==> src/sv/adc_ladder_key_qualifier_assert.svh <==
// Assertion macros shared by the ladder key qualifier.
// Both expect signals named clk and rst in the scope where they are used.
`ifndef ADC_LADDER_KEY_QUALIFIER_ASSERT_SVH
`define ADC_LADDER_KEY_QUALIFIER_ASSERT_SVH

// The condition holds at every clock edge outside reset.
`define ALKQ_ASSERT_ALWAYS(label, cond, msg) \
  label: assert property (@(posedge clk) disable iff (rst) (cond)) else $error(msg);

// The consequent holds in the cycle after the antecedent.
`define ALKQ_ASSERT_NEXT(label, ante, cons, msg) \
  label: assert property (@(posedge clk) disable iff (rst) (ante) |=> (cons)) else $error(msg);

`endif

==> src/sv/alkq_pkg.sv <==
`timescale 1ns / 1ps
package alkq_pkg;

  localparam int DEF_WINDOW      = 5;
  localparam int DEF_MAP_ENTRIES = 64;
  localparam int COUNT_W         = 8;
  localparam int COUNT_LIMIT     = 200;
  localparam int CYCLE_SPAN      = 100;
  localparam int EARLY_MIN       = 3;
  localparam int SAMPLE_W        = 6;
  localparam int KEY_W           = 3;
  localparam int IN_BITS         = 10;
  localparam int IN_TDATA_W      = 16;
  localparam int OUT_TDATA_W     = 8;

  localparam logic [SAMPLE_W-1:0] NO_KEY_SAMPLE = 6'h3f;
  localparam logic [KEY_W-1:0]    KEY_BEYOND    = 3'd7;

  // Result slots in the order they leave the block.
  localparam int SLOT_SAMPLE  = 0;
  localparam int SLOT_RELEASE = 1;
  localparam int SLOT_POWER_A = 2;
  localparam int SLOT_POWER_B = 3;
  localparam int SLOTS        = 4;

  typedef struct packed {
    logic                power_button_b;
    logic                power_button_a;
    logic                release_req;
    logic [SAMPLE_W-1:0] sample;
    logic                sample_ready;
  } in_word_t;

  typedef struct packed {
    logic [SLOTS-1:0] mask;
    logic [KEY_W-1:0] key_sample;
    logic [KEY_W-1:0] key_release;
  } res_bundle_t;

  typedef struct packed {
    logic [COUNT_W-1:0] count;
    logic               held_valid;
  } core_status_t;

  // Ladder thresholds: each key covers a band of converter codes.
  function automatic logic [KEY_W-1:0] map_sample(input logic [SAMPLE_W-1:0] s,
                                                  input int entries);
    logic [KEY_W-1:0] k;
    if (int'(s) >= entries)  k = KEY_BEYOND;
    else if (s < 6'd8)       k = 3'd0;
    else if (s < 6'd15)      k = 3'd1;
    else if (s < 6'd22)      k = 3'd2;
    else if (s < 6'd28)      k = 3'd3;
    else if (s < 6'd34)      k = 3'd4;
    else if (s < 6'd40)      k = 3'd5;
    else if (s < 6'd50)      k = 3'd6;
    else                     k = 3'd7;
    return k;
  endfunction

endpackage

==> src/sv/alkq_core.sv <==
`timescale 1ns / 1ps
module alkq_core #(
  parameter int WINDOW      = alkq_pkg::DEF_WINDOW,
  parameter int MAP_ENTRIES = alkq_pkg::DEF_MAP_ENTRIES
) (
  input  logic                   clk,
  input  logic                   rst,
  input  logic                   fire,
  input  alkq_pkg::in_word_t     item,
  output alkq_pkg::res_bundle_t  bundle,
  output alkq_pkg::core_status_t status
);
  import alkq_pkg::*;

  // The window is kept rotated so that entry 0 is the slot the next sample overwrites.
  localparam int WRAP_ROT = (WINDOW * CYCLE_SPAN - CYCLE_SPAN + 1) % WINDOW;

  logic [SAMPLE_W-1:0] win [WINDOW];
  logic [COUNT_W-1:0]  count;
  logic [KEY_W-1:0]    held_key;
  logic                held_valid;
  logic [SAMPLE_W-1:0] first0;
  logic [SAMPLE_W-1:0] first1;

  logic [SAMPLE_W-1:0] w      [WINDOW];
  logic [SAMPLE_W-1:0] w_rot  [WINDOW];
  logic [SAMPLE_W-1:0] w_wrap [WINDOW];
  logic [SAMPLE_W-1:0] win_next [WINDOW];
  logic                take;
  logic                full;
  logic                old_eq;
  logic                new_eq;
  logic                hit_s;
  logic [KEY_W-1:0]    key_s;
  logic [COUNT_W-1:0]  cnt_inc;
  logic                wrapped;
  logic [COUNT_W-1:0]  cnt_s;
  logic [KEY_W-1:0]    held_key_s;
  logic                held_valid_s;
  logic [SAMPLE_W-1:0] f0_s;
  logic [SAMPLE_W-1:0] f1_s;
  logic                hit_r;
  logic [KEY_W-1:0]    key_r;

  always_comb begin
    take = item.sample_ready && (item.sample != NO_KEY_SAMPLE);
    for (int j = 0; j < WINDOW; j++) begin
      w[j] = win[j];
    end
    if (take) begin
      w[0] = item.sample;
    end
    for (int j = 0; j < WINDOW; j++) begin
      w_rot[j]  = w[(j + 1) % WINDOW];
      w_wrap[j] = w[(j + WRAP_ROT) % WINDOW];
    end

    full   = count >= COUNT_W'(WINDOW - 1);
    old_eq = w[1] == w[2];
    new_eq = w[WINDOW-1] == w[0];
    hit_s  = take && full && (old_eq || new_eq);
    key_s  = map_sample(old_eq ? w[1] : w[0], MAP_ENTRIES);

    cnt_inc = count + COUNT_W'(1);
    wrapped = cnt_inc > COUNT_W'(COUNT_LIMIT);
    if (!take)        cnt_s = count;
    else if (wrapped) cnt_s = cnt_inc - COUNT_W'(CYCLE_SPAN);
    else              cnt_s = cnt_inc;

    held_key_s   = hit_s ? key_s : held_key;
    held_valid_s = held_valid || hit_s;
    f0_s = (take && count == COUNT_W'(0)) ? item.sample : first0;
    f1_s = (take && count == COUNT_W'(1)) ? item.sample : first1;

    if (cnt_s > COUNT_W'(WINDOW)) begin
      hit_r = held_valid_s;
      key_r = held_key_s;
    end else begin
      hit_r = (cnt_s >= COUNT_W'(EARLY_MIN - 1)) && (f0_s == f1_s);
      key_r = map_sample(f0_s, MAP_ENTRIES);
    end
    hit_r = hit_r && item.release_req;

    for (int j = 0; j < WINDOW; j++) begin
      if (item.release_req)  win_next[j] = '0;
      else if (!take)        win_next[j] = win[j];
      else if (wrapped)      win_next[j] = w_wrap[j];
      else                   win_next[j] = w_rot[j];
    end

    bundle.mask[SLOT_SAMPLE]  = hit_s;
    bundle.mask[SLOT_RELEASE] = hit_r;
    bundle.mask[SLOT_POWER_A] = item.power_button_a;
    bundle.mask[SLOT_POWER_B] = item.power_button_b;
    bundle.key_sample         = key_s;
    bundle.key_release        = key_r;
  end

  always_ff @(posedge clk) begin
    if (rst) begin
      for (int j = 0; j < WINDOW; j++) begin
        win[j] <= '0;
      end
      count      <= '0;
      held_key   <= '0;
      held_valid <= 1'b0;
      first0     <= '0;
      first1     <= '0;
    end else if (fire) begin
      for (int j = 0; j < WINDOW; j++) begin
        win[j] <= win_next[j];
      end
      held_key <= held_key_s;
      if (item.release_req) begin
        count      <= '0;
        held_valid <= 1'b0;
        first0     <= '0;
        first1     <= '0;
      end else begin
        count      <= cnt_s;
        held_valid <= held_valid_s;
        first0     <= f0_s;
        first1     <= f1_s;
      end
    end
  end

  assign status.count      = count;
  assign status.held_valid = held_valid;

endmodule

==> src/sv/alkq_out.sv <==
`timescale 1ns / 1ps
module alkq_out (
  input  logic                               clk,
  input  logic                               rst,
  input  logic                               load,
  input  alkq_pkg::res_bundle_t              bundle_in,
  output logic                               free,
  output logic                               m_tvalid,
  input  logic                               m_tready,
  output logic [alkq_pkg::OUT_TDATA_W-1:0]   m_tdata,  // key_index[2:0], zeros above
  output logic                               m_tuser,  // is_power
  output logic                               m_tlast
);
  import alkq_pkg::*;

  logic [SLOTS-1:0] mask;
  logic [SLOTS-1:0] mask_next;
  logic [SLOTS-1:0] rest;
  logic [KEY_W-1:0] key_sample;
  logic [KEY_W-1:0] key_release;
  logic [KEY_W-1:0] key_cur;
  logic             hs;

  always_comb begin
    rest     = mask & (mask - SLOTS'(1));
    m_tvalid = |mask;
    hs       = m_tvalid && m_tready;
    m_tlast  = rest == '0;
    free     = !m_tvalid || (hs && m_tlast);
    if (mask[SLOT_SAMPLE]) begin
      key_cur = key_sample;
      m_tuser = 1'b0;
    end else if (mask[SLOT_RELEASE]) begin
      key_cur = key_release;
      m_tuser = 1'b0;
    end else begin
      key_cur = '0;
      m_tuser = 1'b1;
    end
    m_tdata = OUT_TDATA_W'(key_cur);
    if (load)    mask_next = bundle_in.mask;
    else if (hs) mask_next = rest;
    else         mask_next = mask;
  end

  always_ff @(posedge clk) begin
    if (rst) begin
      mask <= '0;
    end else begin
      mask <= mask_next;
    end
  end

  always_ff @(posedge clk) begin
    if (load) begin
      key_sample  <= bundle_in.key_sample;
      key_release <= bundle_in.key_release;
    end
  end

endmodule

==> src/sv/adc_ladder_key_qualifier.sv <==
`timescale 1ns / 1ps
// Channel  Direction  Word contents (from bit 0 up)
// s_axis   in         sample_ready, sample[5:0], release_req, power_button_a, power_button_b
// m_axis   out        tdata: key_index[2:0]; tuser: is_power; tlast: last
//
// A word waits in the input register until the result register is free and is then processed as it is loaded.
// It yields zero to four results, sent one per cycle from the result register while m_tready is high.
// A new word is taken every cycle while each word yields at most one result and m_tready is high;
// otherwise a word is taken only as the last result of the one before is sent on the single output port.
// Reset is synchronous and clears the window, the count and the held key.
`include "adc_ladder_key_qualifier_assert.svh"
module adc_ladder_key_qualifier #(
  parameter int WINDOW      = alkq_pkg::DEF_WINDOW,
  parameter int MAP_ENTRIES = alkq_pkg::DEF_MAP_ENTRIES
) (
  input  logic                             clk,
  input  logic                             rst,
  input  logic                             s_tvalid,
  output logic                             s_tready,
  input  logic [alkq_pkg::IN_TDATA_W-1:0]  s_tdata,  // sample_ready, sample[5:0], release_req,
                                                     // power_button_a, power_button_b, zeros
  output logic                             m_tvalid,
  input  logic                             m_tready,
  output logic [alkq_pkg::OUT_TDATA_W-1:0] m_tdata,  // key_index[2:0], zeros above
  output logic                             m_tuser,  // is_power
  output logic                             m_tlast
);
  import alkq_pkg::*;

  logic         in_full;
  in_word_t     in_word;
  logic         out_free;
  logic         fire;
  res_bundle_t  bundle;
  core_status_t status;

  assign s_tready = !in_full || out_free;
  assign fire     = in_full && out_free;

  always_ff @(posedge clk) begin
    if (rst) begin
      in_full <= 1'b0;
    end else if (s_tready) begin
      in_full <= s_tvalid;
    end
  end

  always_ff @(posedge clk) begin
    if (s_tvalid && s_tready) begin
      in_word <= in_word_t'(s_tdata[IN_BITS-1:0]);
    end
  end

  alkq_core #(
    .WINDOW      (WINDOW),
    .MAP_ENTRIES (MAP_ENTRIES)
  ) u_core (
    .clk    (clk),
    .rst    (rst),
    .fire   (fire),
    .item   (in_word),
    .bundle (bundle),
    .status (status)
  );

  alkq_out u_out (
    .clk       (clk),
    .rst       (rst),
    .load      (fire),
    .bundle_in (bundle),
    .free      (out_free),
    .m_tvalid  (m_tvalid),
    .m_tready  (m_tready),
    .m_tdata   (m_tdata),
    .m_tuser   (m_tuser),
    .m_tlast   (m_tlast)
  );

  `ALKQ_ASSERT_NEXT(a_word_kept, in_full && !out_free, in_full, "pending word dropped")
  `ALKQ_ASSERT_NEXT(a_more_follow, m_tvalid && m_tready && !m_tlast, m_tvalid, "results lost")
  `ALKQ_ASSERT_ALWAYS(a_count_range, status.count <= COUNT_W'(COUNT_LIMIT), "count out of range")

endmodule
==> config.mk <==
export PLATFORM = sky130hd
export DESIGN_NAME = adc_ladder_key_qualifier
export DESIGN_NICKNAME = d
export VERILOG_FILES = /design/src/sv/alkq_pkg.sv /design/src/sv/alkq_core.sv /design/src/sv/alkq_out.sv /design/src/sv/adc_ladder_key_qualifier.sv
export VERILOG_INCLUDE_DIRS = /design/src /design/src/sv
export SDC_FILE = /design/constraint.sdc
export NUM_CORES = 1
export LEC_CHECK = 0
export BUFFER_PORTS_ARGS = -buffer_cell sky130_fd_sc_hd__clkbuf_2
export CELL_PAD_IN_SITES_DETAIL_PLACEMENT = 1
export CELL_PAD_IN_SITES_GLOBAL_PLACEMENT = 1
export CORE_ASPECT_RATIO = 1.75
export CORE_MARGIN = 2
export CORE_UTILIZATION = 43
export DETAILED_ROUTE_END_ITERATION = 6
export GPL_TIMING_DRIVEN = 0
export MAX_ROUTING_LAYER = met4
export PLACE_DENSITY_LB_ADDON = 0.1
export SYNTH_ARGS = -nofsm -noshare
export SYNTH_HDL_FRONTEND = slang
export SYNTH_SLANG_ARGS = --single-unit
export TNS_END_PERCENT = 20
==> constraint.sdc <==
create_clock -name clk -period 3.68 [get_ports clk]
set_clock_uncertainty 0.2 [all_clocks]
set_input_delay 0.736 -clock clk [delete_from_list [all_inputs] [get_ports clk]]
set_output_delay 0.736 -clock clk [all_outputs]
set_load 0.005 [all_outputs]
[Yosys cells after proc, flatten, opt, wreduce, memory -nomap -nowiden]
Memory sizes are Yosys's and may differ from the RTL's.
Index checks and enable logic that the tools add are counted.
Operators by class
  add/subtract/negate cells: 3
  bitwise operators: 6
  mux-type cells: 53
  reductions and logical operators: 21
  eq/ne operators: 5
  order comparisons: 18
Operators with widths (count)
  $mux 6: 21
  $mux 3: 16
  $lt 6x6->1 const B: 6
  $lt 6x4->1 const B: 4
  $lt 6x5->1 const B: 4
  $mux 8: 3
  $eq 6x6->1: 3
  $logic_and 1x1->1: 11
  $mux 1: 11
  $add 8x1->8 const B: 1
  $eq 8x1->1 const B: 1
  $ge 8x2->1 const B: 1
  $ge 8x3->1 const B: 1
  $gt 8x3->1 const B: 1
  $gt 8x8->1 const B: 1
  $logic_not 8->1: 1
  $mux 4: 2
  $sub 8x7->8 const B: 1
  $ne 6x6->1 const B: 1
  $or 1x1->1: 5
  $and 4x4->4: 1
  $logic_not 4->1: 1
  $logic_or 1x1->1: 4
  $reduce_or 4->1: 1
  other kinds (3): 4
Word-level totals
  output and inout bits: 12
  memories kept: 1
  memory bits (writable): 30
  register bits: 45
  logic and storage cells: 121
Memories
  u_core.win: words 5, width 6, rd ports 5, clocked after Yosys merged registers in 0, write ports 5, line alkq_core.sv:18  | logic [SAMPLE_W-1:0] win [WINDOW];

[Longest topological paths before layout]
  depth after elaboration: 14
  depth in mapped cells: 13
  depth with buffers taken out: 11

[Cells and area by module]
From an unflattened synthesis, not the netlist that was laid out.
Unflattened totals
  cell total of the unflattened synthesis: 416
  area, all modules: 4438.0 µm²
By module, submodules not included
  alkq_core: instances 1, cells each 354, area an instance 3583.4 µm², sequential area each 1381.3 µm²
  alkq_out: instances 1, cells each 46, area an instance 491.7 µm², sequential area each 260.2 µm²
  adc_ladder_key_qualifier: instances 1, cells each 16, area an instance 362.8 µm², sequential area each 320.3 µm²

[Worst setup path before layout]
OpenSTA, ideal clock, no wires.
  path kind: reg-to-reg
  start: register u_out.mask[0]
  end: memory u_core.win[0][0], enable pin
  stages on the path, launching flop included: 9
  setup slack: -0.222 ns
  data arrival time: 3.271 ns
  setup time: 0.431 ns
  path through: dfxtp_1 > clkbuf_1 > maj3_1 > o21a_1 > o22ai_1 > nand2_1 > inv_1 > nor2_1 > a21oi_1
RTL lines
  start: declaration: line alkq_out.sv:16  | logic [SLOTS-1:0] mask;
  start signal: assignment: line alkq_out.sv:50  | mask <= mask_next;
  end: declaration: line alkq_core.sv:18

==> metrics <==
Slew HR 36.4%; number of inserted diodes 0; Worst-Skew Late Latency 0.33 ns; post-DR wirelength/cell 19.8 um; Clock Path Buffers 2; CP Max Fanout 10; outcome complete, no violations; min cycle time layout 3.52 ns; CP Capture Type flop; Setup TNS 0 ns; Fin. Hold Viols 0; Pre-antenna DRT Iters 4; Synth cell types 79; Top FF cell, synth edfxtp_1; Hold Path Class reg -> reg; syn_area_per_cell 10.1 um2; Yosys top cell area share 30.3%; HP Start u_core.first0[2]; reg-to-reg startpoint u_core.count[1]; routed vias 3,649; Die Ht 140 um; PwrDens 405 mW/mm2; Mapped Cells 450; vias per cell 5.89; dpl ws -0.427 ns; Leak 2.06 nW; final slew viol count 0; Final WS setup 0.161 ns; Max Freq 284 MHz; VDD IR max 0.338 mV; Max Cap Violations 0; Critical Path RT 3.56 ns; P&R area growth vs syn 14.2%; total gr overflow 0; Placeable Area 0.0103 mm2; Worst Hold End u_core.first0[2]; CTS Buf Count 9; RSZ-0062 raised after global routing no; num ports 32; worst reg-to-reg path cell count 13; port bufs 20; post-route ant nets 0; total power 2.11 mW; worst reg2reg endpoint u_out.key_release[2]; post-cts hold buffer count 0; fin nets 512; global placement routability congestion 0.875; first-pass GRT wire length 19.9 mm; largest net degree at the start of global routing 27; row count 49; Mapped Area 0.00456 mm2; Tot GR Track Use 23.5%; area of the die 0.0115 mm2; critical path arrival 3.40 ns; Final setup violation count 0; initial antenna violation count 0; period utilisation layout 95.6%; clock root buffer clkbuf_16; vias in the first global route 3,877; initial detailed-routing violation count 131; share of cells above drive strength 1 18.9%; R2R Setup Slk 0.16 ns; sequential element share of the synthesized area 43.0%; Clk pin slew, worst setup/hold paths 0.06 ns; WL final 12.3 mm; DRC violations left 0; Initial Utilization 44.3%; Synth area leaders edfxtp_1 30%, dfxtp_1 13%, and2_1 4.7%; Synth Warn # 0; EDFF count, synth 46; hold path depth 2; CTS tree done; Post-DP HPWL 9.32 mm; H-tree Lvls 3; clk sinks 75; #FFs+latches synth 75; Worst Setup Start Kind flop; WS Path Type reg -> reg; Worst-Margin Slew 0.930 ns; Die W 81.8 um; Synth area leader edfxtp_1; Synth async-reset ratio 0%
[cell usage after synthesis, types with 2 or more instances]
| cell | instances |
|---|---|
| o31a_1 | 5 |
| o211a_1 | 2 |
| xor2_1 | 13 |
| and3_1 | 7 |
| nand2b_1 | 2 |
| dfxtp_1 | 29 |
| mux2i_2 | 2 |
| a211o_1 | 2 |
| nand3_1 | 8 |
| a21oi_1 | 18 |
| xnor2_1 | 12 |
| nor3b_1 | 2 |
| nor2_1 | 23 |
| o221ai_1 | 3 |
| or3_1 | 4 |
| mux2i_1 | 21 |
| a22o_1 | 13 |
| and2_1 | 34 |
| a2bb2oi_1 | 2 |
| a211oi_2 | 3 |
| o211ai_1 | 4 |
| nand2_1 | 29 |
| o22ai_1 | 5 |
| o21a_1 | 3 |
| o2111ai_1 | 4 |
| mux2_2 | 5 |
| clkbuf_1 | 8 |
| o2111a_1 | 2 |
| nand4_1 | 5 |
| nor3_2 | 2 |
| nor4_2 | 3 |
| a21o_1 | 2 |
| ha_1 | 5 |
| buf_2 | 12 |
| o211ai_2 | 2 |
| o21ai_0 | 23 |
| nor2b_1 | 3 |
| maj3_1 | 2 |
| inv_1 | 21 |
| edfxtp_1 | 46 |
| a31oi_1 | 6 |
| o21ai_1 | 4 |
| buf_4 | 9 |
| nor3_1 | 5 |
[what timing repair did]
action | CTS | global route
setup endpoints to repair | 4 | 2
buffers inserted | 1 | 0
pin swaps | 1 | 1
resized for setup | 4 | 1
[flip-flops by register name, indices dropped and copies added, names as in the netlist]
register	count
u_core.win	30
in_word	10
u_core.count	8
u_core.first0	6
u_core.first1	6
u_out.mask	4
u_core.held_key	3
u_out.key_release	3
u_out.key_sample	3
in_full	1
u_core.held_valid	1
[stage by stage]
step / hold slack [ns] / instance area (um2) / instances / util (%)
2_1_floorplan: 0.221 / 4580 / 454 / -
3_3_place_gp: 0.251 / 4840 / 601 / 47.0
3_5_place_dp: 0.255 / 4860 / 602 / 47.2
4_1_cts: 0.267 / 5200 / 619 / 50.4
5_1_grt: 0.284 / 5210 / 619 / 50.5
6_report: 0.261 / 5210 / 619 / 50.5
[metal layers]
metal,part of all wire (%),GRT usage (%),vias up
met2,58,42.4,38
met3,1.4,3.22,16
met5,0,-,-
met1,39,25.1,1855
met4,2.0,9.12,0
li1,-,-,1740
[how the worst max path moves through the flow]
stage	start	end	slack (ns)	cells after the start
2_1_floorplan	u_out.mask[0]	u_core.win[0][0]	0.48	8
3_3_place_gp	m_tready	u_core.win[0][20]	-0.34	8
3_5_place_dp	u_core.count[1]	u_out.key_release[2]	-0.43	12
4_1_cts	u_core.count[1]	u_out.key_release[2]	0.04	12
5_1_grt	u_core.count[1]	u_out.key_release[2]	0.01	13
6_report	u_core.count[1]	u_out.key_release[2]	0.16	13
[area by class of cell]
class | instances | area [um2]
sequential | 75 | 1960
tap | 127 | 159
multi-input combinational | 328 | 2390
fill | 1179 | 5090
clock inverter | 3 | 45.0
buffer | 30 | 171
clock buffer | 13 | 272
timing repair buffer | 22 | 128
inverter | 21 | 78.8
[logic make-up after synthesis]
kind of cell | after synthesis | share of synthesized area (%)
mux | 28 | 6.45
fa+ha+maj | 7 | 1.81
compound gates | 120 | 20.1
flops | 75 | 43.0
simple gates | 143 | 18.3
other cells | 1 | 0.0822
buf+inv | 51 | 5.43
xor+xnor | 25 | 4.80
[layout by cell type (no fill, tap or decap), types with 6 or more instances in the layout]
cell	count
edfxtp_1	46
and2_1	34
nand2_1	29
dfxtp_1	27
nor2_1	23
o21ai_0	23
inv_1	21
mux2i_1	21
clkbuf_2	20
a21oi_1	17
xor2_1	13
a22o_1	13
xnor2_1	12
buf_2	11
buf_4	11
clkbuf_1	10
clkbuf_16	10
nand3_1	8
and3_1	7
a31oi_1	6
[power by group]
part	switching (mW)	total [mW]	internal (mW)
clock	0.341	0.927	0.586
sequential	0.0259	0.961	0.935
combinational	0.140	0.223	0.0831
total	0.507	2.11	1.60
[critical path, stage by stage, from the launching register on]
cell,delay [ns]
dfxtp_2,0.45
ha_4,0.23
buf_4,0.20
xnor2_1,0.13
ha_1,0.21
nand2_1,0.14
a211oi_2,0.10
o31a_1,0.34
buf_4,0.18
or2_4,0.25
o31ai_4,0.28
nand4b_4,0.21
a211oi_2,0.27
a21oi_1,0.06
Note: power is estimated with default switching activity, not from simulation.
